--- src/ms_pkg.sv ---
// ----------------------------------------------------------------------------
// ms_pkg
// Shared types and codes for the merge sorter.
// ----------------------------------------------------------------------------
package ms_pkg;

    localparam int unsigned KindW   = 2;
    localparam int unsigned StatusW = 2;
    localparam int unsigned TotalW  = 11;
    localparam int unsigned DataW   = 32;

    localparam logic [KindW-1:0] KIND_LOAD  = 2'd0;
    localparam logic [KindW-1:0] KIND_SORT  = 2'd1;
    localparam logic [KindW-1:0] KIND_READ  = 2'd2;
    localparam logic [KindW-1:0] KIND_SPARE = 2'd3;

    localparam logic [StatusW-1:0] ST_OK   = 2'd0;
    localparam logic [StatusW-1:0] ST_FULL = 2'd1;
    localparam logic [StatusW-1:0] ST_PAST = 2'd2;

    typedef struct packed {
        logic        [KindW-1:0] kind;
        logic signed [DataW-1:0] value;
    } t_in_item;

    typedef struct packed {
        logic signed [DataW-1:0]   value_res;
        logic        [StatusW-1:0] status;
        logic                      last;
        logic        [TotalW-1:0]  element_total;
    } t_out_item;

    // controller to datapath
    typedef struct packed {
        logic load;       // write incoming value at count
        logic clear;      // start a new set
        logic read_req;   // read store at read pointer
        logic nop_item;   // zero the result fields
        logic sort_start; // set width to one, begin first pass
        logic run_init;   // set up run at lo
        logic merge_step; // issue one store read for merge
        logic copy_step;  // copy scratch back to store
        logic pass_next;  // double width
        logic sort_done;  // clear read pointer
        logic out_load;   // latch result register
    } t_cmd;

    // datapath to controller
    typedef struct packed {
        logic run_done;   // current run fully merged
        logic pass_done;  // lo passed count
        logic sort_over;  // width reached count
        logic copy_done;  // copy finished
    } t_stat;

endpackage

--- src/ms_ctrl.sv ---
// ----------------------------------------------------------------------------
// ms_ctrl
// Sequencer for transactions and the merge sort passes.
// ----------------------------------------------------------------------------
module ms_ctrl (
    input  logic                   i_clk,
    input  logic                   i_rst_n,
    input  logic                   i_in_valid,
    input  logic [ms_pkg::KindW-1:0] i_kind,
    output logic                   o_in_ready,
    output logic                   o_out_valid,
    input  logic                   i_out_ready,
    input  ms_pkg::t_stat          i_stat,
    output ms_pkg::t_cmd           o_cmd
);
    import ms_pkg::*;

    typedef enum logic [6:0] {
        S_IDLE  = 7'b0000001,
        S_RDW   = 7'b0000010,
        S_INIT  = 7'b0000100,
        S_MERGE = 7'b0001000,
        S_COPY  = 7'b0010000,
        S_NEXT  = 7'b0100000,
        S_WAIT  = 7'b1000000
    } t_state;

    t_state r_state, n_state;
    logic r_out_valid, n_out_valid;

    wire w_acc = i_in_valid && o_in_ready;
    wire w_free = !r_out_valid || i_out_ready;

    assign o_in_ready  = (r_state == S_IDLE) && w_free;
    assign o_out_valid = r_out_valid;

    always_comb begin
        n_state = r_state;
        n_out_valid = r_out_valid && !i_out_ready;
        o_cmd = '0;
        case (r_state)
            S_IDLE: begin
                if (w_acc) begin
                    case (i_kind)
                        KIND_LOAD: begin
                            o_cmd.load = 1'b1;
                            n_state = S_RDW;
                        end
                        KIND_SORT: begin
                            o_cmd.sort_start = 1'b1;
                            n_state = S_INIT;
                        end
                        KIND_READ: begin
                            o_cmd.read_req = 1'b1;
                            n_state = S_RDW;
                        end
                        default: begin
                            o_cmd.nop_item = 1'b1;
                            n_state = S_RDW;
                        end
                    endcase
                end
            end
            S_RDW: begin
                o_cmd.out_load = 1'b1;
                n_out_valid = 1'b1;
                n_state = S_IDLE;
            end
            S_INIT: begin
                if (i_stat.sort_over) begin
                    o_cmd.sort_done = 1'b1;
                    n_state = S_WAIT;
                end else if (i_stat.pass_done) begin
                    n_state = S_COPY;
                end else begin
                    o_cmd.run_init = 1'b1;
                    n_state = S_MERGE;
                end
            end
            S_MERGE: begin
                if (i_stat.run_done) begin
                    n_state = S_INIT;
                end else begin
                    o_cmd.merge_step = 1'b1;
                end
            end
            S_COPY: begin
                if (i_stat.copy_done) begin
                    n_state = S_NEXT;
                end else begin
                    o_cmd.copy_step = 1'b1;
                end
            end
            S_NEXT: begin
                o_cmd.pass_next = 1'b1;
                n_state = S_INIT;
            end
            S_WAIT: begin
                if (w_free) begin
                    o_cmd.out_load = 1'b1;
                    n_out_valid = 1'b1;
                    n_state = S_IDLE;
                end
            end
            default: n_state = S_IDLE;
        endcase
    end

    always_ff @(posedge i_clk) begin
        if (!i_rst_n) begin
            r_state <= S_IDLE;
            r_out_valid <= 1'b0;
        end else begin
            r_state <= n_state;
            r_out_valid <= n_out_valid;
        end
    end

endmodule

--- config.mk ---
export PLATFORM = sky130hd
export DESIGN_NAME = ms_ctrl
export DESIGN_NICKNAME = d
export VERILOG_FILES = /design/src/ms_pkg.sv /design/src/ms_ctrl.sv
export SDC_FILE = /design/constraint.sdc
export NUM_CORES = 1
export LEC_CHECK = 0
export BUFFER_PORTS_ARGS = -buffer_cell sky130_fd_sc_hd__buf_2
export CAP_MARGIN = 20
export CORE_UTILIZATION = 42
export CTS_CLUSTER_SIZE = 40
export DETAILED_ROUTE_END_ITERATION = 6
export GPL_TIMING_DRIVEN = 1
export HOLD_SLACK_MARGIN = 0.02
export PLACE_DENSITY = 0.72
export SYNTH_ARGS = -nofsm -noshare
export SYNTH_HDL_FRONTEND = slang
export SYNTH_SLANG_ARGS = --single-unit
--- constraint.sdc ---
create_clock -name i_clk -period 1.8 [get_ports i_clk]
set_input_delay 0.27 -clock i_clk [delete_from_list [all_inputs] [get_ports i_clk]]
set_output_delay 0.27 -clock i_clk [all_outputs]
set_load 0.02 [all_outputs]
==> impl_results.md <==
- Number of clock buffers inserted by TritonCTS: 3
- HP Class: in2reg
- DRC viols: 0
- CP Launch Type: flip-flop
- Pleak: just over 0.4 nW
- Worst slack, placed: approximately 0.086 ns
- Final Power: 0.503 mW
- Minimum clock period: between 1.5 and 2 ns
- Power per cell area: 565 nW/um2
- Post-synth ARST share: 0%
- WP data required: 1.53 ns
- Count leader, synth: dfxtp_1
- Max stage delay on crit path: ~0.34 ns
- Maximum VDD drop: around 0.27 mV
- Global Route Usage Sum: between 20% and 30%
- Worst path arrival time: between 1.5 and 2 ns
- Power share of the sequential group: between 30% and 40%
- CP delay by family, top: simple AND/OR/NAND/NOR gates
- Die Y: approximately 40 um
- Reg2Reg Setup Slack: 0.05 ns
- First DRT Iteration DRCs: 15
- Top cells by area, synth: dfxtp_1 26%, nor3_1 5.6%, nor2b_1 5.0%, a21oi_1 4.8%, nor2_1 4.2%
- Io pins: 23
- Clock root cell: clkbuf_4
- Synth top cells by count: 8 x dfxtp_1, 7 x nor2_1, 7 x nor3_1
- Initial antenna violation count: 0
- Critical hold path startpoint: i_rst_n
- Unique masters post-synth: 34
- Clock Path Buffers: 2
- Fin Clk Skew: ~0.0027 ns
- DRT antenna net count: 0
- Cell depth of the worst flop-to-flop path: 4
- Yosys top cell area share: between 20% and 30%
- Synthesized instance count: 82
- Port bufs: 21
- Fraction of layout instances using a drive strength above 1: between 50% and 60%
- Hold-fix buffers, CTS: 0
- Final net count: 120
- Vias per cell: approximately 5.5
- Yosys reg bits: 8
- RSZ-0062 raised after global routing: true
- Register clock-pin slew on the reported worst setup and hold paths: 0.05 ns
- Register area share after synthesis: 25.7%
- Crit. End Element: primary output
- Starting density of the core: a little under half
- Pint: between 0.3 and 0.4 mW
- Slowest cell on the critical path: dfxtp_2
- CTS H-tree lvls: 1
- Ant diodes: 0
- Routed vias: about 680
- Syn avg cell area: ~7.6 um2
- TritonCTS clock tree: built
- Area growth syn-to-layout: 42.5%
- CTS Sinks: 8
- Vias in the first global route: 549
- Syn Std Cell Area: between 600 and 700 um2
- Core Box Area: roughly 1300 um2
- Power share of the clock group: 27.1%
- First-pass GRT wire length: between 2000 and 2500 um
- Outcome: finished clean
- Crit path cell chain: nor4_4 > nand3_2 > nand2b_4 > nor3_1 > buf_2
- Maximum Capacitance Violations: 0
- GR Overflow Total: 0
- Largest net degree at the start of global routing: 11
- WS Path Type: reg2out
- Routed wire length: ~1600 um
- Total iterations of the first detailed-routing run: 4
- Die W: about 40 um
- # fillers: ~110
- Sw Ratio: 32.0%
- Final HPWL DP: approximately 1200 um
- Worst path depth: 5
- Sw power: ~0.16 mW
- Worst path bufs/invs: 1
- Final setup margin: about 0.019 ns
- Final setup fails: 0
- Max-slew violation count: 0
- Hold Path Cell Cnt: 2
- DIE AREA: approximately 1600 um2
- Fmax: roughly 560 MHz
- Top cell type by total area after synthesis: dfxtp_1
- # rows: 13
- R2r startpoint: r_state[2]
- DR WL/cell: between 10 and 15 um
- Synthesized Nets: 92
- Worst-path maximum fanout: 3
- Fin. Hold Viols: 0
- Register Area: around 170 um2
- RR Endpoint: r_state[0]
- Area of the multi-input gates: 477 um2
- Final cycle utilization of the critical path: between 90% and 100%
- Gp weighted congestion: about 0.82
- Top_reg_cell synth: dfxtp_1
- Post-synth EDFFs: 0
- Gate power share: roughly a third
- Synth Warn #: 0
- Clk_lat worst skew: roughly 0.25 ns
- Worst hold endpoint: r_state[0]
-- placed cells by master, fill, tap and decap left out, types with 3 or more instances in the layout --
cell,instances
o21ai_0,3
nor2b_1,3
nor2_1,6
inv_1,3
dfxtp_1,4
clkbuf_4,3
buf_6,3
a21oi_1,6
dfxtp_2,3
nor4_1,3
nor3_1,4
buf_2,16
nor3b_1,3
buf_4,10
-- sequential cells by signal, summed over array words and instances (netlist names) --
| register | count |
|---|---|
| o_out_valid | 1 |
| r_state | 7 |
-- power by group through the flow --
stage	Clock (mW)	Sequential (mW)	Combinational [mW]
6_report	0.136	0.193	0.174
5_1_grt	0.151	0.193	0.190
4_1_cts	0.139	0.193	0.155
3_5_place_dp	0	0.193	0.144
3_3_place_gp	0	0.193	0.141
2_1_floorplan	0	0.193	0.0928
-- metal layers --
metal / track usage [%] / up-vias / share of wire [%]
met3: 5.00 / 4 / 2.6
met4: 7.50 / 0 / 1.6
met1: 26.8 / 316 / 45
li1: - / 348 / -
met5: 0 / - / 0
met2: 36.1 / 14 / 51
-- worst max-delay path by stage --
stage / start / endpoint / slack, ns
floorplan: r_state[4] / o_cmd[10] / -0.1
global placement: r_state[1] / o_cmd[3] / 0.07
detailed placement: r_state[1] / o_cmd[3] / 0.09
CTS: r_state[2] / o_cmd[3] / -0.02
global route: r_state[5] / o_cmd[10] / -0.07
finish: r_state[5] / o_cmd[10] / 0.02
-- final cells by class --
| class | instances | area share, % |
|---|---|---|
| repair buffers | 29 | 21.2 |
| clock buffers | 3 | 2.53 |
| flip-flops and latches | 8 | 18.8 |
| inverters | 4 | 1.69 |
| multi-input cells | 64 | 53.6 |
| well taps | 15 | 2.11 |
-- repair_timing --
item,CTS,global route
setup endpoints to repair,8,9
pin swaps,4,4
resized for setup,12,16
cloned,0,0
buffers inserted,0,1
-- worst reg2reg max path, cell delays in order, from the launching register on --
cell	delay [ns]
dfxtp_2	0.34
or4_4	0.56
or4_4	0.52
o21ai_4	0.10
o221ai_2	0.12
-- per-stage QoR --
stage               area (um2)  utilization (%)  hold slack [ns]  TNS [ns]  instances
CTS                        831             62.3            0.232   -0.0153        122
detailed placement         759             56.9            0.494         0        119
global route               890             66.7            0.227    -0.289        123
global placement           759             56.9            0.491         0        119
finish                     890             66.7            0.233         0        123
floorplan                  624                -            0.336    -0.200         82
-- logic make-up (layout without fill, tap and decap cells) --
| logic type | count (synthesis) | count (layout) | synth area share (%) |
|---|---|---|---|
| other cells | 1 | 1 | 0.601 |
| compound gates | 15 | 15 | 17.2 |
| flops | 8 | 8 | 25.7 |
| simple gates | 45 | 45 | 43.3 |
| xor+xnor | 3 | 3 | 4.21 |
| buf+inv | 10 | 36 | 9.02 |
Power figures use the tool's default switching activity.
